**src/rtl/vdhd_pkg.sv**
```systemverilog
package vdhd_pkg;

  localparam int FLUX_W     = 16;
  localparam int DIFF_W     = FLUX_W + 1;
  localparam int MAG_W      = 16;
  localparam int SQ_W       = 2 * MAG_W;
  localparam int SUM_W      = SQ_W + 2;
  localparam int LEN_W      = 17;
  localparam int THR_W      = 17;
  localparam int SQRT_STEPS = SUM_W / 2;
  localparam int CFG_IDX_W  = 3;
  localparam int CFG_DATA_W = 17;
  localparam int Q_DEPTH    = 2;

  typedef logic [CFG_IDX_W-1:0] cfg_idx_t;

  localparam cfg_idx_t REG_REF_X     = 3'd0;
  localparam cfg_idx_t REG_REF_Y     = 3'd1;
  localparam cfg_idx_t REG_REF_Z     = 3'd2;
  localparam cfg_idx_t REG_OPEN_THR  = 3'd3;
  localparam cfg_idx_t REG_CLOSE_THR = 3'd4;

  typedef struct packed {
    logic signed [FLUX_W-1:0] x;
    logic signed [FLUX_W-1:0] y;
    logic signed [FLUX_W-1:0] z;
  } vec_t;

  typedef struct packed {
    logic [LEN_W-1:0] avg;
    logic             door_open;
    logic             closing;
  } res_t;

endpackage

```
**src/rtl/vdhd_fifo.sv**
```systemverilog
module vdhd_fifo #(
  parameter int WIDTH = 8
) (
  input  logic             clk,
  input  logic             rst_n,
  input  logic             push,
  input  logic [WIDTH-1:0] wdata,
  output logic             full,
  input  logic             pop,
  output logic [WIDTH-1:0] rdata,
  output logic             empty
);
  import vdhd_pkg::*;

  localparam int PTR_W = (Q_DEPTH > 1) ? $clog2(Q_DEPTH) : 1;
  localparam int CNT_W = $clog2(Q_DEPTH + 1);
  localparam logic [PTR_W-1:0] LAST_PTR = PTR_W'(Q_DEPTH - 1);
  localparam logic [CNT_W-1:0] FULL_CNT = CNT_W'(Q_DEPTH);

  logic [WIDTH-1:0] data_r [Q_DEPTH];
  logic [PTR_W-1:0] wr_ptr_r;
  logic [PTR_W-1:0] rd_ptr_r;
  logic [CNT_W-1:0] count_r;
  logic             do_push;
  logic             do_pop;

  assign full    = (count_r == FULL_CNT);
  assign empty   = (count_r == '0);
  assign do_push = push && !full;
  assign do_pop  = pop && !empty;
  assign rdata   = data_r[rd_ptr_r];

  always_ff @(posedge clk) begin
    if (do_push) begin
      data_r[wr_ptr_r] <= wdata;
    end
  end

  always_ff @(posedge clk) begin
    if (!rst_n) begin
      wr_ptr_r <= '0;
      rd_ptr_r <= '0;
      count_r  <= '0;
    end else begin
      if (do_push) begin
        wr_ptr_r <= (wr_ptr_r == LAST_PTR) ? '0 : PTR_W'(wr_ptr_r + 1'b1);
      end
      if (do_pop) begin
        rd_ptr_r <= (rd_ptr_r == LAST_PTR) ? '0 : PTR_W'(rd_ptr_r + 1'b1);
      end
      if (do_push && !do_pop) begin
        count_r <= CNT_W'(count_r + 1'b1);
      end else if (do_pop && !do_push) begin
        count_r <= CNT_W'(count_r - 1'b1);
      end
    end
  end

endmodule

```
**src/rtl/vdhd_front.sv**
```systemverilog
module vdhd_front (
  input  logic                       clk,
  input  logic                       rst_n,
  input  logic                       in_push,
  output logic                       in_full,
  input  vdhd_pkg::vec_t             flux,
  input  vdhd_pkg::vec_t             ref_vec,
  output logic                       q_push,
  output logic [vdhd_pkg::SUM_W-1:0] q_data,
  input  logic                       q_full
);
  import vdhd_pkg::*;

  typedef enum logic [1:0] {ST_IDLE, ST_SQ, ST_PUSH} state_t;

  state_t                   state_r;
  logic [1:0]               step_r;
  logic signed [DIFF_W-1:0] dx_r;
  logic signed [DIFF_W-1:0] dy_r;
  logic signed [DIFF_W-1:0] dz_r;
  logic [SQ_W-1:0]          prod_r;
  logic [SUM_W-1:0]         sum_r;
  logic signed [DIFF_W-1:0] d_sel;
  logic signed [DIFF_W-1:0] d_neg;
  logic [MAG_W-1:0]         mag;
  logic [SQ_W-1:0]          prod_nxt;

  // one squarer shared over the three axes
  always_comb begin
    unique case (step_r)
      2'd0:    d_sel = dx_r;
      2'd1:    d_sel = dy_r;
      default: d_sel = dz_r;
    endcase
    d_neg    = -d_sel;
    mag      = d_sel[DIFF_W-1] ? d_neg[MAG_W-1:0] : d_sel[MAG_W-1:0];
    prod_nxt = SQ_W'(mag) * SQ_W'(mag);
  end

  assign in_full = (state_r != ST_IDLE);
  assign q_push  = (state_r == ST_PUSH) && !q_full;
  assign q_data  = sum_r;

  always_ff @(posedge clk) begin
    if (!rst_n) begin
      state_r <= ST_IDLE;
      step_r  <= '0;
    end else begin
      unique case (state_r)
        ST_IDLE: begin
          if (in_push) begin
            dx_r    <= {ref_vec.x[FLUX_W-1], ref_vec.x} - {flux.x[FLUX_W-1], flux.x};
            dy_r    <= {ref_vec.y[FLUX_W-1], ref_vec.y} - {flux.y[FLUX_W-1], flux.y};
            dz_r    <= {ref_vec.z[FLUX_W-1], ref_vec.z} - {flux.z[FLUX_W-1], flux.z};
            sum_r   <= '0;
            step_r  <= '0;
            state_r <= ST_SQ;
          end
        end
        ST_SQ: begin
          // product is registered, so it lands the step after its operand is selected
          prod_r <= prod_nxt;
          if (step_r != 2'd0) begin
            sum_r <= sum_r + SUM_W'(prod_r);
          end
          step_r <= step_r + 2'd1;
          if (step_r == 2'd3) begin
            state_r <= ST_PUSH;
          end
        end
        ST_PUSH: begin
          if (!q_full) begin
            state_r <= ST_IDLE;
          end
        end
        default: state_r <= ST_IDLE;
      endcase
    end
  end

endmodule

```
**src/rtl/vdhd_back.sv**
```systemverilog
module vdhd_back #(
  parameter int WINDOW_LENGTH = 16
) (
  input  logic                       clk,
  input  logic                       rst_n,
  input  logic                       q_empty,
  output logic                       q_pop,
  input  logic [vdhd_pkg::SUM_W-1:0] q_data,
  input  logic [vdhd_pkg::THR_W-1:0] open_thr,
  input  logic [vdhd_pkg::THR_W-1:0] close_thr,
  output logic                       r_push,
  output vdhd_pkg::res_t             r_data,
  input  logic                       r_full
);
  import vdhd_pkg::*;

  localparam int SLOT_W = $clog2(WINDOW_LENGTH);
  localparam int CNT_W  = $clog2(WINDOW_LENGTH + 1);
  localparam int TOT_W  = LEN_W + SLOT_W;
  localparam int STEP_W = $clog2(TOT_W + 1);
  localparam int REM_W  = LEN_W + 3;
  localparam logic [STEP_W-1:0] LAST_SQRT = STEP_W'(SQRT_STEPS - 1);
  localparam logic [STEP_W-1:0] LAST_DIV  = STEP_W'(TOT_W - 1);
  localparam logic [CNT_W-1:0]  FULL_CNT  = CNT_W'(WINDOW_LENGTH);
  localparam logic [SLOT_W-1:0] LAST_SLOT = SLOT_W'(WINDOW_LENGTH - 1);

  typedef enum logic [2:0] {ST_IDLE, ST_SQRT, ST_ACC, ST_DIV, ST_EMIT} state_t;

  state_t             state_r;
  logic [STEP_W-1:0]  step_r;
  logic [SUM_W-1:0]   rad_r;
  logic [REM_W-1:0]   rem_r;
  logic [LEN_W-1:0]   root_r;
  logic [LEN_W-1:0]   old_r;
  logic [SLOT_W-1:0]  slot_r;
  logic [CNT_W-1:0]   fill_r;
  logic [TOT_W-1:0]   total_r;
  logic [TOT_W-1:0]   dvd_r;
  logic [CNT_W-1:0]   drem_r;
  logic               open_r;

  logic [LEN_W-1:0]   win_mem [WINDOW_LENGTH];

  logic [REM_W-1:0]   rem_sh;
  logic [REM_W-1:0]   trial;
  logic               sq_ge;
  logic [LEN_W-1:0]   old_val;
  logic [TOT_W-1:0]   total_nxt;
  logic [CNT_W-1:0]   fill_nxt;
  logic [CNT_W:0]     drem_sh;
  logic [CNT_W:0]     drem_sub;
  logic               dv_ge;
  logic [CNT_W-1:0]   drem_nxt;
  logic [LEN_W-1:0]   avg;
  logic               open_nxt;
  logic               closing;

  // square root: one result bit per cycle, two radicand bits brought down
  always_comb begin
    rem_sh = {rem_r[REM_W-3:0], rad_r[SUM_W-1 -: 2]};
    trial  = {1'b0, root_r, 2'b01};
    sq_ge  = (rem_sh >= trial);
  end

  // slots not yet written since reset count as zero
  always_comb begin
    old_val   = (fill_r == FULL_CNT) ? old_r : '0;
    total_nxt = total_r - TOT_W'(old_val) + TOT_W'(root_r);
    fill_nxt  = (fill_r == FULL_CNT) ? fill_r : CNT_W'(fill_r + 1'b1);
  end

  // restoring divide by the fill count, quotient shifts into dvd_r
  always_comb begin
    drem_sh  = {drem_r, dvd_r[TOT_W-1]};
    drem_sub = drem_sh - {1'b0, fill_r};
    dv_ge    = (drem_sh >= {1'b0, fill_r});
    drem_nxt = dv_ge ? drem_sub[CNT_W-1:0] : drem_sh[CNT_W-1:0];
  end

  // only the comparison for the state held before the beat applies
  always_comb begin
    avg = dvd_r[LEN_W-1:0];
    if (!open_r) begin
      closing  = 1'b0;
      open_nxt = (avg > open_thr);
    end else begin
      closing  = (avg < close_thr);
      open_nxt = !closing;
    end
  end

  assign q_pop  = (state_r == ST_IDLE) && !q_empty;
  assign r_push = (state_r == ST_EMIT) && !r_full;
  assign r_data = '{avg: avg, door_open: open_nxt, closing: closing};

  always_ff @(posedge clk) begin
    if (state_r == ST_ACC) begin
      win_mem[slot_r] <= root_r;
    end
    old_r <= win_mem[slot_r];
  end

  always_ff @(posedge clk) begin
    if (!rst_n) begin
      state_r <= ST_IDLE;
      slot_r  <= '0;
      fill_r  <= '0;
      total_r <= '0;
      open_r  <= 1'b0;
    end else begin
      unique case (state_r)
        ST_IDLE: begin
          if (!q_empty) begin
            rad_r   <= q_data;
            rem_r   <= '0;
            root_r  <= '0;
            step_r  <= '0;
            state_r <= ST_SQRT;
          end
        end
        ST_SQRT: begin
          rem_r  <= sq_ge ? REM_W'(rem_sh - trial) : rem_sh;
          root_r <= {root_r[LEN_W-2:0], sq_ge};
          rad_r  <= {rad_r[SUM_W-3:0], 2'b00};
          step_r <= STEP_W'(step_r + 1'b1);
          if (step_r == LAST_SQRT) begin
            state_r <= ST_ACC;
          end
        end
        ST_ACC: begin
          total_r <= total_nxt;
          dvd_r   <= total_nxt;
          drem_r  <= '0;
          slot_r  <= (slot_r == LAST_SLOT) ? '0 : SLOT_W'(slot_r + 1'b1);
          fill_r  <= fill_nxt;
          step_r  <= '0;
          state_r <= ST_DIV;
        end
        ST_DIV: begin
          dvd_r  <= {dvd_r[TOT_W-2:0], dv_ge};
          drem_r <= drem_nxt;
          step_r <= STEP_W'(step_r + 1'b1);
          if (step_r == LAST_DIV) begin
            state_r <= ST_EMIT;
          end
        end
        ST_EMIT: begin
          if (!r_full) begin
            open_r  <= open_nxt;
            state_r <= ST_IDLE;
          end
        end
        default: state_r <= ST_IDLE;
      endcase
    end
  end

endmodule

```
**src/rtl/vector_deviation_hysteresis_detector.sv**
```systemverilog
// Channel   Handshake          Accept when         Payload
// input     in_push / in_full  in_push && !in_full in_flux_x, in_flux_y, in_flux_z
// result    out_pop / out_empty out_pop && !out_empty out_avg_deviation, out_door_open,
//                                                  out_closing_event
// config    cfg_we             cfg_we              cfg_index, cfg_wdata
//
// Front end takes one beat at a time: accept, 4 steps through one shared
// squarer (3 squares plus the last add), then the push into the middle queue.
// Back end also works one beat at a time: 17 square root steps, the window
// update, one divide step per bit of the running total, then the result push.
// A two-entry queue sits between the ends and another before the result port,
// so either side may stall without holding up the other.
// rst_n is synchronous; window contents need no clearing pass.
module vector_deviation_hysteresis_detector #(
  parameter int WINDOW_LENGTH = 16
) (
  input  logic                                   clk,
  input  logic                                   rst_n,
  input  logic                                   in_push,
  output logic                                   in_full,
  input  logic signed [vdhd_pkg::FLUX_W-1:0]     in_flux_x,
  input  logic signed [vdhd_pkg::FLUX_W-1:0]     in_flux_y,
  input  logic signed [vdhd_pkg::FLUX_W-1:0]     in_flux_z,
  output logic                                   out_empty,
  input  logic                                   out_pop,
  output logic [vdhd_pkg::LEN_W-1:0]             out_avg_deviation,
  output logic                                   out_door_open,
  output logic                                   out_closing_event,
  input  logic                                   cfg_we,
  input  logic [vdhd_pkg::CFG_IDX_W-1:0]         cfg_index,
  input  logic [vdhd_pkg::CFG_DATA_W-1:0]        cfg_wdata
);
  import vdhd_pkg::*;

  vec_t             ref_r;
  logic [THR_W-1:0] open_thr_r;
  logic [THR_W-1:0] close_thr_r;
  vec_t             flux;
  logic             mid_push;
  logic [SUM_W-1:0] mid_wdata;
  logic             mid_full;
  logic             mid_pop;
  logic [SUM_W-1:0] mid_rdata;
  logic             mid_empty;
  logic             res_push;
  res_t             res_wdata;
  logic             res_full;
  res_t             res_rdata;

  always_ff @(posedge clk) begin
    if (!rst_n) begin
      ref_r       <= '0;
      open_thr_r  <= '1;
      close_thr_r <= '0;
    end else if (cfg_we) begin
      unique case (cfg_index)
        REG_REF_X:     ref_r.x     <= cfg_wdata[FLUX_W-1:0];
        REG_REF_Y:     ref_r.y     <= cfg_wdata[FLUX_W-1:0];
        REG_REF_Z:     ref_r.z     <= cfg_wdata[FLUX_W-1:0];
        REG_OPEN_THR:  open_thr_r  <= cfg_wdata[THR_W-1:0];
        REG_CLOSE_THR: close_thr_r <= cfg_wdata[THR_W-1:0];
        default: ;
      endcase
    end
  end

  assign flux = '{x: in_flux_x, y: in_flux_y, z: in_flux_z};

  vdhd_front u_front (
    .clk     (clk),
    .rst_n   (rst_n),
    .in_push (in_push),
    .in_full (in_full),
    .flux    (flux),
    .ref_vec (ref_r),
    .q_push  (mid_push),
    .q_data  (mid_wdata),
    .q_full  (mid_full)
  );

  vdhd_fifo #(.WIDTH(SUM_W)) u_mid_q (
    .clk   (clk),
    .rst_n (rst_n),
    .push  (mid_push),
    .wdata (mid_wdata),
    .full  (mid_full),
    .pop   (mid_pop),
    .rdata (mid_rdata),
    .empty (mid_empty)
  );

  vdhd_back #(.WINDOW_LENGTH(WINDOW_LENGTH)) u_back (
    .clk       (clk),
    .rst_n     (rst_n),
    .q_empty   (mid_empty),
    .q_pop     (mid_pop),
    .q_data    (mid_rdata),
    .open_thr  (open_thr_r),
    .close_thr (close_thr_r),
    .r_push    (res_push),
    .r_data    (res_wdata),
    .r_full    (res_full)
  );

  vdhd_fifo #(.WIDTH($bits(res_t))) u_res_q (
    .clk   (clk),
    .rst_n (rst_n),
    .push  (res_push),
    .wdata (res_wdata),
    .full  (res_full),
    .pop   (out_pop),
    .rdata (res_rdata),
    .empty (out_empty)
  );

  assign out_avg_deviation = res_rdata.avg;
  assign out_door_open     = res_rdata.door_open;
  assign out_closing_event = res_rdata.closing;

endmodule

```
**config.mk**
```make
export PLATFORM = sky130hd
export DESIGN_NAME = vector_deviation_hysteresis_detector
export DESIGN_NICKNAME = d
export VERILOG_FILES = /design/src/rtl/vdhd_pkg.sv /design/src/rtl/vdhd_fifo.sv /design/src/rtl/vdhd_front.sv /design/src/rtl/vdhd_back.sv /design/src/rtl/vector_deviation_hysteresis_detector.sv
export SDC_FILE = /design/constraint.sdc
export NUM_CORES = 2
export LEC_CHECK = 0
export BUFFER_PORTS_ARGS = -buffer_cell sky130_fd_sc_hd__buf_2
export CORE_MARGIN = 5
export CORE_UTILIZATION = 30
export CTS_CLUSTER_SIZE = 28
export DETAILED_ROUTE_END_ITERATION = 6
export PLACE_DENSITY = 0.42
export SLEW_MARGIN = 25
export SYNTH_ARGS = -nofsm -noshare
export SYNTH_HDL_FRONTEND = slang
export SYNTH_SLANG_ARGS = --single-unit
```
**constraint.sdc**
```tcl
create_clock -name clk -period 10.5 [get_ports clk]
set_input_delay 2.1 -clock clk [delete_from_list [all_inputs] [get_ports clk]]
set_output_delay 2.1 -clock clk [all_outputs]
set_load 0.05 [all_outputs]
```
==> results.txt <==
----------------------------------------------------
[Synth]
  Top cells by area in the synthesized netlist ... sky130_fd_sc_hd__edfxtp_1 (42%), sky130_fd_sc_hd__fa_1 (8.8%), sky130_fd_sc_hd__ha_1 (8.0%), sky130_fd_sc_hd__dfxtp_1 (7.0%), sky130_fd_sc_hd__mux4_2 (4.5%)
  Post-Synthesis Mean Instance Area ... roughly 12 µm²
  Cell taking the most area after synthesis ... sky130_fd_sc_hd__edfxtp_1
  Primary FF master, synth ... sky130_fd_sc_hd__edfxtp_1
  Gate count after technology mapping ... 3621
  Synth warn ... 0
  Mapped cell area ... 42220 µm²
  Distinct cell type count after synthesis ... 84
  Post-synth top area share ... 42.25%
  EDFF count, synth ... about 590
  #FFs+latches synth ... between 700 and 800
  Ys async rst share ... 0%
  Post-Syn Nets ... 4149
  Sequential area share after synthesis ... 49.22%

[Run]
  # Max-Cap Violations ... 0

[Placed design]
  Minimum setup slack after placement ... 0.9134 ns
  GP Congestion ... 0.7965
  Number of buffers inserted by port buffering ... 93
  Sum of net half-perimeters after detailed placement ... 76290 µm

[Timing]
  Final number of hold-violating endpoints ... 0
  Clock period minus final worst setup slack ... around 10 ns
  Setup repair after global routing missed its margin ... false
  Max Transition Viols Final ... 0
  Final sum of negative setup slack ... 0 ns
  Worst slew margin relative to its limit ... 37.79%
  Worst setup slack after layout ... 0.7900 ns
  Slew at the pin closest to its max-slew limit ... 0.9331 ns
  Final count of negative-setup-slack endpoints ... 0
  Fin crit share ... 92.48%
  Post-Route Skew ... about 0.05 ns
  Maximum achievable frequency ... 103.0 MHz

[Floorplanning]
  Floorplan Core Area ... 139700 µm²
  Starting Density ... 30.22%
  Die Area ... 148300 µm²
  Die Width ... slightly below 400 µm
  Ports ... 94
  Number of rows created at floorplan ... 137
  Die extent in y ... 385.1 µm

[Critical path]
  Setup slack, reg-to-reg ... ~0.8 ns
  Capturing element type of the critical path ... flip-flop
  Critical path launch point type ... flip-flop
  CP Data Arrival Time ... 10.13 ns
  Capturing point of the worst reg2reg path ... u_front.prod_r[30]
  Top fanout value on the critical path ... 19
  Critical Path RT ... between 10 and 15 ns
  Critical path's slowest cell ... sky130_fd_sc_hd__ha_1
  Category of the critical setup timing path ... flip-flop to flip-flop
  Cells on worst reg2reg path ... 33
  R2R Path Start ... u_front.step_r[0]
  Critical Path Max Stage Delay ... 0.68 ns

[Route]
  Residual DRC ... 0
  Total routed wirelength ... 108500 µm
  Number of DRC markers in iteration 0 ... 1426
  Total via count in the routed design ... 26430
  Vias per cell ... around 4.7
  First-pass detailed-route iteration total ... 5
  Per-cell routed wire length ... about 19 µm
  Number of antenna-violating nets in the routed design ... 0

[Finish]
  Final antenna diode count ... 0
  Fillcell total ... 14100
  Area growth from synthesis to final layout ... 13.21%
  Count of nets after finishing ... 4248
  Proportion of layout cells with a drive suffix above 1 ... 12.03%

[Global routing]
  Wire length of the first global-routing pass ... around 160000 µm
  Initial antenna violation count ... 0
  Via count of the first global-routing pass ... 26941
  Overall fraction of global-route tracks in use ... 14.56%
  Total congestion overflow ... 0
  Maximum number of pins on one net before global-route repair ... 67

[Min path]
  Hold Path Origin ... ref_r[16]
  Worst Hold Path EP ... ref_r[16]
  Worst hold path depth ... 2
  Class of the most critical hold timing path ... flip-flop to flip-flop

[Clocking]
  CTS Buf Count ... between 80 and 90
  Clock transition time at the flip-flop clock pins of the worst setup and hold paths ... 0.06 ns
  Clock Tree Root ... sky130_fd_sc_hd__clkbuf_16
  CTS sink cnt ... 741
  Total of cells resized after clock tree synthesis ... 0
  Clock latency on the worst-skew pair ... 0.72 ns
  Count of hold buffers inserted by post-cts repair ... 0
  TritonCTS clock tree ... yes
  # Post-CTS Setup Buffers ... 0
  H-tree levels ... 3
  Clock Tree Buf Depth ... 3

[Run status]
  Run status ... complete, no violations

----------------------------------------------------
Yosys cell counts (all sizes together) (85+ instances only):
library cell	n
o21ai	125
clkbuf	89
inv	454
ha	269
fa	186
dfxtp	147
mux4	85
edfxtp	594
nand2	382
a21oi	229
xnor2	110
nor2	273
sequential cells by signal, indices dropped and copies added, names as in the netlist, 18 cells and up, named ones only:
name and cells:
ref_r 48, u_front.q_data 34, u_res_q.data_r 38, u_back.rad_r 34, u_mid_q.data_r 68, u_back.total_r 21
u_front.prod_r 31, u_back.win_mem 272, u_back.dvd_r 21, u_back.rem_r 18
critical path, delay by kind of cell (launching register included):
kind | cells | cell delay, ns
adder cells (fa/ha/maj) | 9 | 4.29
AO/OA/AOI/OAI | 10 | 2.48
buffers and inverters | 8 | 0.91
AND/OR/NAND/NOR | 4 | 0.74
XOR/XNOR | 2 | 0.70
flip-flops | 1 | 0.33
per-stage QoR:
step           area, µm²  utilization [%]  cells  hold slack, ns
3_3_place_gp       44970            32.19   5505          0.4448
4_1_cts            47790            34.21   5668          0.4541
5_1_grt            47790            34.21   5668          0.4700
3_5_place_dp       44970            32.19   5505          0.4463
6_report           47790            34.21   5668          0.4541
2_1_floorplan      42220                -   3621          0.4363
cell type report:
class	instances	area (µm²)	area share, %
well taps	1876	2347	4.911
clock inverters	44	430.4	0.9005
multi-input cells	2306	19400	40.59
inverters	454	1707	3.571
flip-flops and latches	741	20790	43.50
repair buffers	128	728.2	1.524
clock buffers	119	2391	5.003
cells by family after synthesis:
group / synth area share, %
AOI/OAI and AO/OA: 9.303
xor gates and xnor gates: 3.586
muxes: 6.304
adders and majority gates: 16.79
buffers and inverters: 5.225
and+or+nand+nor: 9.572
DFF: 49.22
cell usage in the layout, fill, tap and decap left out, types with 39 or more instances in the layout:
| master | count |
|---|---|
| sky130_fd_sc_hd__a21o_1 | 75 |
| sky130_fd_sc_hd__a21oi_1 | 217 |
| sky130_fd_sc_hd__buf_2 | 93 |
| sky130_fd_sc_hd__clkbuf_16 | 90 |
| sky130_fd_sc_hd__dfxtp_1 | 143 |
| sky130_fd_sc_hd__edfxtp_1 | 594 |
| sky130_fd_sc_hd__fa_1 | 186 |
| sky130_fd_sc_hd__ha_1 | 269 |
| sky130_fd_sc_hd__inv_1 | 426 |
| sky130_fd_sc_hd__mux2i_1 | 51 |
| sky130_fd_sc_hd__mux4_2 | 85 |
| sky130_fd_sc_hd__nand2_1 | 382 |
| sky130_fd_sc_hd__nand3_1 | 43 |
| sky130_fd_sc_hd__nor2_1 | 253 |
| sky130_fd_sc_hd__nor3_1 | 39 |
| sky130_fd_sc_hd__o21ai_0 | 117 |
| sky130_fd_sc_hd__xnor2_1 | 107 |
| sky130_fd_sc_hd__xor2_1 | 54 |
worst max-delay path by stage:
stage,startpoint,endpoint,slack [ns],cells after the start
after floorplan,rst_n,u_back.rad_r[0],0.64,4
after global placement,u_front.step_r[0],u_front.prod_r[30],1.07,33
after detailed placement,u_front.step_r[0],u_front.prod_r[30],0.91,33
after CTS,u_front.step_r[0],u_front.prod_r[30],0.86,33
after global routing,u_front.step_r[0],u_front.prod_r[30],0.26,33
final,u_front.step_r[0],u_front.prod_r[30],0.79,33
per-layer routing:
layer / share of wire [%] / track usage, % / vias up
met5: 0 / 0 / -
met4: 2.1 / 3.520 / 0
met3: 2.7 / 2.103 / 121
met2: 48 / 24.46 / 325
met1: 47 / 19.89 / 13140
li1: - / - / 12844
Power is not shown: default switching activity piles up to over one toggle a cycle in this logic, so the estimate is an artifact.
